$ cat src/sv/psgd_pkg.sv
package psgd_pkg;

  localparam int COORD_BITS_DEF = 16;
  localparam int TIME_BITS_DEF  = 32;

  localparam int THR_W      = 16;
  localparam int SCALE_W    = 12;
  localparam int HOLD_W     = 16;
  localparam int CFG_DATA_W = 16;
  localparam int CFG_IDX_W  = 2;
  localparam int DELTA_W    = SCALE_W + 1;

  localparam logic [THR_W-1:0]   ENTER_THR_RST = 16'd3277;
  localparam logic [THR_W-1:0]   EXIT_THR_RST  = 16'd4915;
  localparam logic [SCALE_W-1:0] SCALE_RST     = 12'd1500;
  localparam logic [HOLD_W-1:0]  HOLD_RST      = 16'd100;

  typedef enum logic [CFG_IDX_W-1:0] {
    REG_ENTER_THR = 2'd0,
    REG_EXIT_THR  = 2'd1,
    REG_SCALE     = 2'd2,
    REG_HOLD      = 2'd3
  } cfg_reg_t;

  typedef struct packed {
    logic [THR_W-1:0]   enter_thr;
    logic [THR_W-1:0]   exit_thr;
    logic [SCALE_W-1:0] scale;
    logic [HOLD_W-1:0]  hold;
  } cfg_t;

  typedef enum logic {
    PH_IDLE   = 1'b0,
    PH_ACTIVE = 1'b1
  } phase_t;

endpackage

$ cat src/sv/psgd_cfg.sv
module psgd_cfg (
  input  logic                                 clk,
  input  logic                                 rst_n,
  input  logic                                 cfg_we,
  input  logic [psgd_pkg::CFG_IDX_W-1:0]       cfg_index,
  input  logic [psgd_pkg::CFG_DATA_W-1:0]      cfg_data,
  output psgd_pkg::cfg_t                       cfg
);
  import psgd_pkg::*;

  cfg_t cfg_r;
  cfg_t cfg_nxt;

  always_comb begin
    cfg_nxt = cfg_r;
    if (cfg_we) begin
      unique case (cfg_reg_t'(cfg_index))
        REG_ENTER_THR: cfg_nxt.enter_thr = cfg_data[THR_W-1:0];
        REG_EXIT_THR:  cfg_nxt.exit_thr  = cfg_data[THR_W-1:0];
        REG_SCALE:     cfg_nxt.scale     = cfg_data[SCALE_W-1:0];
        REG_HOLD:      cfg_nxt.hold      = cfg_data[HOLD_W-1:0];
        default:       cfg_nxt = cfg_r;
      endcase
    end
  end

  always_ff @(posedge clk) begin
    if (!rst_n) begin
      cfg_r.enter_thr <= ENTER_THR_RST;
      cfg_r.exit_thr  <= EXIT_THR_RST;
      cfg_r.scale     <= SCALE_RST;
      cfg_r.hold      <= HOLD_RST;
    end else begin
      cfg_r <= cfg_nxt;
    end
  end

  assign cfg = cfg_r;

endmodule

$ cat src/sv/psgd_delta.sv
module psgd_delta #(
  parameter int SUM_W = psgd_pkg::COORD_BITS_DEF + 1
) (
  input  logic [SUM_W-1:0]                   a,
  input  logic [SUM_W-1:0]                   b,
  input  logic [psgd_pkg::SCALE_W-1:0]       scale,
  output logic signed [psgd_pkg::DELTA_W-1:0] delta
);
  import psgd_pkg::*;

  localparam int PROD_W = SUM_W + SCALE_W;

  logic              neg;
  logic [SUM_W-1:0]  mag;
  logic [PROD_W-1:0] prod;
  logic [SCALE_W-1:0] units;
  logic [DELTA_W-1:0] pos;

  // (a - b) * scale >> SUM_W, truncated toward zero; fits in SCALE_W bits
  always_comb begin
    neg   = a < b;
    mag   = neg ? (b - a) : (a - b);
    prod  = PROD_W'(mag) * PROD_W'(scale);
    units = prod[SUM_W +: SCALE_W];
    pos   = {1'b0, units};
    delta = neg ? signed'(-pos) : signed'(pos);
  end

endmodule

$ cat src/sv/psgd_track.sv
module psgd_track #(
  parameter int COORD_BITS = psgd_pkg::COORD_BITS_DEF,
  parameter int TIME_BITS  = psgd_pkg::TIME_BITS_DEF
) (
  input  logic                                  clk,
  input  logic                                  rst_n,
  input  psgd_pkg::cfg_t                        cfg,
  input  logic                                  adv,
  input  logic                                  out_ready,
  input  logic [COORD_BITS-1:0]                 ix,
  input  logic [COORD_BITS-1:0]                 iy,
  input  logic [COORD_BITS-1:0]                 mx,
  input  logic [COORD_BITS-1:0]                 my,
  input  logic [TIME_BITS-1:0]                  now,
  input  logic                                  lm_ok,
  output logic                                  out_valid,
  output logic signed [psgd_pkg::DELTA_W-1:0]   out_scroll_dx,
  output logic signed [psgd_pkg::DELTA_W-1:0]   out_scroll_dy,
  output logic                                  out_scroll_active
);
  import psgd_pkg::*;

  localparam int SUM_W = COORD_BITS + 1;
  localparam int CMP_W = (COORD_BITS > THR_W) ? COORD_BITS : THR_W;

  phase_t               phase_r, phase_nxt;
  logic [TIME_BITS-1:0] start_r, start_nxt;
  logic [SUM_W-1:0]     last_x_r, last_x_nxt;
  logic [SUM_W-1:0]     last_y_r, last_y_nxt;
  logic                 out_vld_r, out_vld_nxt;
  logic signed [DELTA_W-1:0] out_dx_r, out_dy_r;
  logic                 out_act_r;

  logic [SUM_W-1:0]      sx, sy;
  logic [COORD_BITS-1:0] gap;
  logic                  below_enter, above_exit, hold_done, emit, upd;
  logic [TIME_BITS-1:0]  elapsed;
  logic signed [DELTA_W-1:0] dx, dy;

  always_comb begin
    sx          = SUM_W'(ix) + SUM_W'(mx);
    sy          = SUM_W'(iy) + SUM_W'(my);
    gap         = (iy > my) ? (iy - my) : (my - iy);
    below_enter = CMP_W'(gap) < CMP_W'(cfg.enter_thr);
    above_exit  = CMP_W'(gap) > CMP_W'(cfg.exit_thr);
    elapsed     = now - start_r;
    hold_done   = elapsed >= TIME_BITS'(cfg.hold);
    upd         = adv && lm_ok;
  end

  psgd_delta #(.SUM_W(SUM_W)) u_dx (
    .a(sx), .b(last_x_r), .scale(cfg.scale), .delta(dx)
  );

  psgd_delta #(.SUM_W(SUM_W)) u_dy (
    .a(last_y_r), .b(sy), .scale(cfg.scale), .delta(dy)
  );

  // next phase
  always_comb begin
    phase_nxt = phase_r;
    if (upd) begin
      unique case (phase_r)
        PH_IDLE:   if (below_enter) phase_nxt = PH_ACTIVE;
        PH_ACTIVE: if (above_exit)  phase_nxt = PH_IDLE;
        default:   phase_nxt = phase_r;
      endcase
    end
  end

  // tracking state and delta enable
  always_comb begin
    start_nxt  = start_r;
    last_x_nxt = last_x_r;
    last_y_nxt = last_y_r;
    emit       = 1'b0;
    if (upd) begin
      unique case (phase_r)
        PH_IDLE: begin
          if (below_enter) begin
            start_nxt  = now;
            last_x_nxt = sx;
            last_y_nxt = sy;
          end
        end
        PH_ACTIVE: begin
          if (!above_exit) begin
            emit       = hold_done;
            last_x_nxt = sx;
            last_y_nxt = sy;
          end
        end
        default: emit = 1'b0;
      endcase
    end
  end

  always_comb begin
    out_vld_nxt = out_vld_r;
    if (adv) begin
      out_vld_nxt = 1'b1;
    end else if (out_ready) begin
      out_vld_nxt = 1'b0;
    end
  end

  always_ff @(posedge clk) begin
    if (!rst_n) begin
      phase_r   <= PH_IDLE;
      start_r   <= '0;
      last_x_r  <= '0;
      last_y_r  <= '0;
      out_vld_r <= 1'b0;
    end else begin
      phase_r   <= phase_nxt;
      start_r   <= start_nxt;
      last_x_r  <= last_x_nxt;
      last_y_r  <= last_y_nxt;
      out_vld_r <= out_vld_nxt;
    end
  end

  always_ff @(posedge clk) begin
    if (adv) begin
      out_dx_r  <= emit ? dx : '0;
      out_dy_r  <= emit ? dy : '0;
      out_act_r <= lm_ok && (phase_nxt == PH_ACTIVE);
    end
  end

  assign out_valid         = out_vld_r;
  assign out_scroll_dx     = out_dx_r;
  assign out_scroll_dy     = out_dy_r;
  assign out_scroll_active = out_act_r;

  a_drop_zero: assert property (@(posedge clk) disable iff (!rst_n)
    adv && !lm_ok |=> out_dx_r == '0 && out_dy_r == '0 && !out_act_r)
    else $error("dropped frame gave nonzero result");

  a_delta_active: assert property (@(posedge clk) disable iff (!rst_n)
    out_vld_r && (out_dx_r != '0 || out_dy_r != '0) |-> out_act_r)
    else $error("delta emitted while idle");

  a_phase_hold: assert property (@(posedge clk) disable iff (!rst_n)
    !adv |=> phase_r == $past(phase_r))
    else $error("phase moved without an item");

  a_active_flag: assert property (@(posedge clk) disable iff (!rst_n)
    adv && lm_ok |=> out_act_r == (phase_r == PH_ACTIVE))
    else $error("active flag disagrees with phase");

endmodule

$ cat src/sv/pinch_scroll_gesture_detector_unit.sv
// channel | direction | handshake              | payload
// in      | input     | in_valid / in_ready    | index_x/y, middle_x/y, time_ms, landmarks_complete
// out     | output    | out_valid / out_ready  | scroll_dx, scroll_dy, scroll_active
// cfg     | input     | cfg_we                 | cfg_index, cfg_data
//
// One item per cycle unless the output stalls; each item passes the input register, then the result register.
// The state update and scaling multipliers are combinational, between the input and result registers.
// Synchronous active-low reset clears the phase and tracking state and loads the config defaults.
// A stalled result holds the result register; the input register still fills,
// then in_ready drops until out_ready returns.
module pinch_scroll_gesture_detector_unit #(
  parameter int COORD_BITS = psgd_pkg::COORD_BITS_DEF,
  parameter int TIME_BITS  = psgd_pkg::TIME_BITS_DEF
) (
  input  logic                                  clk,
  input  logic                                  rst_n,
  input  logic                                  in_valid,
  output logic                                  in_ready,
  input  logic [COORD_BITS-1:0]                 in_index_x,
  input  logic [COORD_BITS-1:0]                 in_index_y,
  input  logic [COORD_BITS-1:0]                 in_middle_x,
  input  logic [COORD_BITS-1:0]                 in_middle_y,
  input  logic [TIME_BITS-1:0]                  in_time_ms,
  input  logic                                  in_landmarks_complete,
  output logic                                  out_valid,
  input  logic                                  out_ready,
  output logic signed [psgd_pkg::DELTA_W-1:0]   out_scroll_dx,
  output logic signed [psgd_pkg::DELTA_W-1:0]   out_scroll_dy,
  output logic                                  out_scroll_active,
  input  logic                                  cfg_we,
  input  logic [psgd_pkg::CFG_IDX_W-1:0]        cfg_index,
  input  logic [psgd_pkg::CFG_DATA_W-1:0]       cfg_data
);
  import psgd_pkg::*;

  cfg_t cfg;

  logic                  s1_vld_r, s1_vld_nxt;
  logic [COORD_BITS-1:0] ix_r, iy_r, mx_r, my_r;
  logic [TIME_BITS-1:0]  time_r;
  logic                  lm_r;
  logic                  adv, take;

  assign adv      = s1_vld_r && (!out_valid || out_ready);
  assign in_ready = !s1_vld_r || adv;
  assign take     = in_valid && in_ready;

  always_comb begin
    s1_vld_nxt = s1_vld_r;
    if (take) begin
      s1_vld_nxt = 1'b1;
    end else if (adv) begin
      s1_vld_nxt = 1'b0;
    end
  end

  always_ff @(posedge clk) begin
    if (!rst_n) begin
      s1_vld_r <= 1'b0;
    end else begin
      s1_vld_r <= s1_vld_nxt;
    end
  end

  always_ff @(posedge clk) begin
    if (take) begin
      ix_r   <= in_index_x;
      iy_r   <= in_index_y;
      mx_r   <= in_middle_x;
      my_r   <= in_middle_y;
      time_r <= in_time_ms;
      lm_r   <= in_landmarks_complete;
    end
  end

  psgd_cfg u_cfg (
    .clk       (clk),
    .rst_n     (rst_n),
    .cfg_we    (cfg_we),
    .cfg_index (cfg_index),
    .cfg_data  (cfg_data),
    .cfg       (cfg)
  );

  psgd_track #(
    .COORD_BITS (COORD_BITS),
    .TIME_BITS  (TIME_BITS)
  ) u_track (
    .clk               (clk),
    .rst_n             (rst_n),
    .cfg               (cfg),
    .adv               (adv),
    .out_ready         (out_ready),
    .ix                (ix_r),
    .iy                (iy_r),
    .mx                (mx_r),
    .my                (my_r),
    .now               (time_r),
    .lm_ok             (lm_r),
    .out_valid         (out_valid),
    .out_scroll_dx     (out_scroll_dx),
    .out_scroll_dy     (out_scroll_dy),
    .out_scroll_active (out_scroll_active)
  );

endmodule
$ cat config.mk
export PLATFORM = sky130hd
export DESIGN_NAME = pinch_scroll_gesture_detector_unit
export DESIGN_NICKNAME = d
export VERILOG_FILES = /design/src/sv/psgd_pkg.sv /design/src/sv/psgd_cfg.sv /design/src/sv/psgd_delta.sv /design/src/sv/psgd_track.sv /design/src/sv/pinch_scroll_gesture_detector_unit.sv
export SDC_FILE = /design/constraint.sdc
export NUM_CORES = 2
export LEC_CHECK = 0
export ABC_AREA = 1
export BUFFER_PORTS_ARGS = -buffer_cell sky130_fd_sc_hd__buf_2
export CORE_MARGIN = 3
export CORE_UTILIZATION = 35
export CTS_CLUSTER_SIZE = 28
export DETAILED_ROUTE_END_ITERATION = 8
export GPL_TIMING_DRIVEN = 0
export PLACE_DENSITY = 0.48
export SETUP_SLACK_MARGIN = 0.4
export SLEW_MARGIN = 20
export SYNTH_ARGS = -nofsm -noshare
export SYNTH_HDL_FRONTEND = slang
export SYNTH_SLANG_ARGS = --single-unit
$ cat constraint.sdc
create_clock -name clk -period 10.72 [get_ports clk]
set_input_delay 1.608 -clock clk [delete_from_list [all_inputs] [get_ports clk]]
set_output_delay 1.608 -clock clk [all_outputs]
set_load 0.005 [all_outputs]
# Word-level counts from Yosys, hierarchy flattened
# Cells that the tools add are included.
# W data, S select, Z words.
# totals
reg_bits	253
in_bits	120
word_cells	87
# op_classes
add_sub_neg	11
n_mul	2
magnitude_cmp	6
n_eq_ne	5
n_mux	22
n_bitwise	1
reduce_logical	19
# ops
cell	count
$mux W17	6
$pmux W17 S2	2
$sub A17 B17 Y17	4
$mul A17 B12 Y29	2
$add A16 B16 Y17	2
$lt A17 B17 Y1	2
$ge A32 B16 Y1	1
$gt A16 B16 Y1	2
$sub A16 B16 Y16	2
$sub A32 B32 Y32	1
$neg A12 Y13	2
$mux W12	2
$lt A16 B16 Y1	1
$mux W16	1
$reduce_and A2 Y1	6
$mux W1	10
$reduce_and A3 Y1	2
$eq A2 B2 Y1 const B	2
$logic_and A1 B1 Y1	4
$reduce_bool A2 Y1	2
$eq A2 B1 Y1 const B	1
$logic_not A1 Y1	2
$logic_not A2 Y1	1
$logic_or A1 B1 Y1	2
4 further kinds	4

# Depth between registers and ports, before layout
# depth
word_depth	7
depth_mapped	61

# Modules after synthesis
# From an unflattened synthesis, not the netlist that was laid out.
# unflattened
hier_cells	4602
hier_area_um2	33169.3
# by_module_without_submodules
mod	instances	cells_per_inst	area_each_um2
psgd_track	1	1626	10359.9
psgd_delta (u_track.u_dy)	1	1284	8816.0
psgd_delta (u_track.u_dx)	1	1244	8642.0
pinch_scroll_gesture_detector_unit	1	106	2977.9
psgd_cfg	1	342	2373.5

# Least setup slack after synthesis
# Ideal clock, no wire load.
# synth_timing
path_kind	reg2reg
startpoint	register ix_r[0]
endpoint	register u_track.out_dx_r[11] (netlist: u_track.out_scroll_dx[11]) (data pin)
setup_time_ps	255
arrival_ps	9116
setup_slack_ps	1349
path_stages_with_launch	57
synth_period_minus_slack_ps	9371
cell_sequence	edfxtp_1 > ha_1 > fa_1 > nand3_1 > nand2_1 > a21oi_1 > o21bai_1 > nand2_1 > nand2_1 > a21oi_1 > inv_1 > a21oi_1 > o21bai_1 > a21oi_1 > o21bai_1 > nand2_1 > nand2_1 > a21oi_1 > (+21 left out) > fa_1 > inv_1 > ha_1 > nand2_1 > nor2_1 > nand3_1 > o221a_2 > o21ai_0 > xnor2_1 > inv_1 > nor2_1 > nand2_1 > nor2_1 > nand2_1 > nand2_1 > nand3_1 > nand2_1 > nor2_1
# synth_between
elab_chain_len	6
# synth_rtl
item	line_no	text
from (decl)	pinch_scroll_gesture_detector_unit.sv:39	logic [COORD_BITS-1:0] ix_r, iy_r, mx_r, my_r;
from (signal assigned)	pinch_scroll_gesture_detector_unit.sv:67	ix_r <= in_index_x;
$add A16 B16 Y17 (*)	psgd_track.sv:41	sx = SUM_W'(ix) + SUM_W'(mx);
named net u_track.sx[14]	psgd_track.sv:34	logic [SUM_W-1:0] sx, sy;
$sub A17 B17 Y17 / $lt A17 B17 Y1 (equally long branches)	psgd_delta.sv:22, psgd_delta.sv:21	
$mux W17	psgd_delta.sv:22	mag = neg ? (b - a) : (a - b);
$mul A17 B12 Y29	psgd_delta.sv:23	prod = PROD_W'(mag) * PROD_W'(scale);
$neg A12 Y13	psgd_delta.sv:26	delta = neg ? signed'(-pos) : signed'(pos);
$mux W12 (*)	psgd_delta.sv:26	
to (signal assigned)	psgd_track.sv:125	out_dx_r <= emit ? dx : '0;
to (decl)	psgd_track.sv:31	logic signed [DELTA_W-1:0] out_dx_r, out_dy_r;
# The timed path passes the listed nets; every way through them passes the cells marked *.
# A chain may end at the register's enable or synchronous reset.

# Final worst setup path
# layout_timing
startpoint	register ix_r[0]
endpoint	register u_track.out_dx_r[8] (netlist: u_track.out_scroll_dx[8]) (data pin)
# Same word-level chain as after synthesis.

==> results_dict.tcl <==
set metrics [dict create \
    synth.avg_cell_area_sq_um 7.751 \
    busiest_layer "met2" \
    fin_nets 4946 \
    synth_edf_count 124 \
    arrival_ps 9960 \
    most-common-layout-cells "795 x inv_1, 740 x nand2_1, 323 x ha_1, 318 x a21oi_1, 315 x nor2_1" \
    grt_max_degree 75 \
    grt_pass1_vias 25865 \
    status "finished, final reports clean" \
    use_met3 0.02161 \
    final_common_cell "inv_1" \
    grt_util_all_layers 0.1965 \
    antenna_left 0 \
    dr.pass1.iters 5 \
    yosysWarnings 0 \
    critPathKind "register to register" \
    fp.dieArea_sq_um 91580 \
    crit_family "adder cells" \
    clock_latency_ps 610 \
    worst_ep_required_time_ps 11040 \
    cts.sinks 253 \
    timing.final.crit_share 0.8995 \
    cap_violations 0 \
    final_core_util 0.4016 \
    rrSetupSlack_ps 1080 \
    syn_inst 3973 \
    tightest_slew_ps 1059 \
    finalMaxSlewViolations 0 \
    start_kind "register" \
    critical_path_cell_count 54 \
    grt_pass1_wl_microns 142300 \
    dp_hpwl_microns 74180 \
    min_to "u_track.start_r[4]$_SDFFE_PN0P_" \
    ys_seq_area_frac 0.2048 \
    fill_cells 9244 \
    vias_per_cell 4.806 \
    clkTransAtPathRegs_ps 60 \
    max_freq_mhz 103.7 \
    r2r-end "u_track.out_scroll_dx[8]$_SDFFCE_PN0P_" \
    worstHoldStart "u_track.start_r[4]$_SDFFE_PN0P_" \
    hp-class "register to register" \
    use_met2 0.3266 \
    core-area_sq_um 87020 \
    drt_wl_total_microns 89550 \
    ios 149 \
    synth.distinct_cells 72 \
    ys_ff_latch 253 \
    drtIter0Drc 1432 \
    overflow 0 \
    postSynthNetCount 4731 \
    path_max_fanout 10 \
    slowest_stage "fa_1" \
    period_needed_ps 9642 \
    async_flop_share 0 \
    synth_ff_type "dfxtp_1" \
    die_h_microns 302.6 \
    clock-root-buffer "clkbuf_16" \
    wire_per_inst_microns 16.67 \
    areaGrowthSynthToFinish_pct 13.50 \
    start_util 0.3539 \
    antenna_found_initial 5 \
    via_count 25824 \
    cts_made_buffers 30 \
    crit_buf_inv 10 \
    netlist_area_sq_um 30790 \
    cts_tree "done" \
    cpMostUsedCell "nand2_1" \
    report.final.hold_viol_count 0 \
    route.detailed.drc 0 \
    clockBufferDepth 3 \
    slew_headroom 0.2937 \
    r2r_cells 54 \
    fin_skew_ps 38.04 \
    endpoint_kind "register" \
    drive_gt1_frac 0.1078 \
    setup-violations-final 0 \
    routabilityCongestion 0.8595 \
    use_met1 0.2703 \
    h-tree-depth 1 \
    numPortBuffers 147 \
    row_count 108 \
    worstHoldPathCells 2 \
    slowest_delay_ps 600 \
    rsz0062_at_grt "false" \
    r2r_start "ix_r[0]$_DFFE_PP_" \
    die_x_microns 302.6 \
]
==> cell usage after synthesis, types with 4 or more instances <==
cell | count | share of area
o221a_2 | 5 | 0.0018
o21bai_1 | 14 | 0.0034
nand2_2 | 19 | 0.0039
a21oi_1 | 334 | 0.054
dfxtp_1 | 129 | 0.084
nand4_1 | 29 | 0.0059
edfxtp_1 | 124 | 0.12
o211ai_1 | 28 | 0.0068
o2111ai_1 | 5 | 0.0014
clkbuf_1 | 81 | 0.0099
nand3_2 | 8 | 0.0026
buf_4 | 8 | 0.0020
and2_1 | 5 | 0.0010
nor3_1 | 37 | 0.0060
nand3b_1 | 4 | 0.00098
nand3_1 | 81 | 0.013
a211oi_1 | 8 | 0.0020
nor2_1 | 324 | 0.039
xnor2_1 | 33 | 0.0094
inv_2 | 11 | 0.0013
a21oi_4 | 5 | 0.0026
o21ai_0 | 214 | 0.035
buf_2 | 11 | 0.0018
ha_1 | 331 | 0.13
o221ai_1 | 7 | 0.0020
or2_2 | 7 | 0.0014
a31oi_1 | 17 | 0.0035
a21o_1 | 14 | 0.0034
a31o_2 | 4 | 0.0011
inv_1 | 813 | 0.099
o21ai_1 | 5 | 0.00081
mux2i_1 | 5 | 0.0016
nor4_1 | 7 | 0.0014
clkinv_1 | 21 | 0.0026
nand2_4 | 6 | 0.0022
o21a_1 | 11 | 0.0027
buf_6 | 4 | 0.0015
xor2_1 | 93 | 0.026
fa_1 | 307 | 0.20
nand2_1 | 756 | 0.092
==> sequential cells by signal (all words and copies together), names as in the netlist <==
name / count
u_track.out_scroll_active: 1
u_track.out_valid: 1
lm_r: 1
u_cfg.cfg: 60
ix_r: 16
u_track.out_scroll_dx: 13
u_track.start_r: 32
u_track.last_x_r: 17
mx_r: 16
s1_vld_r: 1
my_r: 16
u_track.last_y_r: 17
u_track.out_scroll_dy: 13
iy_r: 16
time_r: 32
u_track.phase_r: 1
==> repair_timing <==
item,CTS,global route
hold buffers,0,0
setup buffers,10,24
cloned,0,0
pin swaps,4,28
gates resized for setup,48,125
setup endpoints to repair,22,23
==> routing by layer <==
metal | wire length (microns) | up-vias
met2 | 41440 | 439
met1 | 41910 | 12327
li1 | - | 12941
met5 | 13 | -
met3 | 3510 | 115
met4 | 2681 | 2
==> worst max path at each step <==
stage | startpoint | end | slack, ps
floorplan | ix_r[0]$_DFFE_PP_ | u_track.out_scroll_dx[11]$_SDFFCE_PN0P_ | 1350
global placement | ix_r[0]$_DFFE_PP_ | u_track.out_scroll_dx[11]$_SDFFCE_PN0P_ | -890
detailed placement | ix_r[0]$_DFFE_PP_ | u_track.out_scroll_dx[12]$_SDFFCE_PN0P_ | -760
CTS | ix_r[0]$_DFFE_PP_ | u_track.out_scroll_dx[12]$_SDFFCE_PN0P_ | 390
global route | mx_r[0]$_DFFE_PP_ | u_track.out_scroll_dx[11]$_SDFFCE_PN0P_ | 400
finish | ix_r[0]$_DFFE_PP_ | u_track.out_scroll_dx[8]$_SDFFCE_PN0P_ | 1080
==> metrics by stage <==
step / instances / worst slack (ps) / cell area [sq um] / hold WS (ps) / setup TNS [ps]
detailed placement: 5277 / -761.4 / 33040 / 449.8 / -6718
floorplan: 3973 / 1349 / 30790 / 427.6 / 0
CTS: 5343 / 388.4 / 34260 / 459.3 / 0
finish: 5373 / 1078 / 34950 / 455.5 / 0
global placement: 5275 / -887.3 / 32970 / 442.6 / -7614
global route: 5371 / 401.6 / 34950 / 483.3 / 0
==> logic make-up after synthesis <==
kind of cell / synth area share
DFF: 0.2048
adders and majority gates: 0.3341
AOI/OAI and AO/OA: 0.1280
and+or+nand+nor: 0.1750
muxes: 0.001625
buffers and inverters: 0.1196
xor gates and xnor gates: 0.03689
==> layout make-up <==
type,count,area [sq um],share of cell area
timing repair buffer,183,1100,0.03147
buffer,109,558.0,0.01597
clock inverter,18,183.9,0.005262
tap,1155,1445,0.04135
clock buffer,38,802.0,0.02295
inverter,846,3262,0.09333
multi-input combinational,2765,21280,0.6088
antenna,6,15.01,0.0004296
sequential,253,6306,0.1804
==> tightest hold or removal path: stages (launching register included) <==
cell and delay [ps]:
dfxtp_1 290, inv_1 60, a21oi_1 60
Power is not shown: default switching activity piles up to over one toggle a cycle in this logic, so the estimate is an artifact.
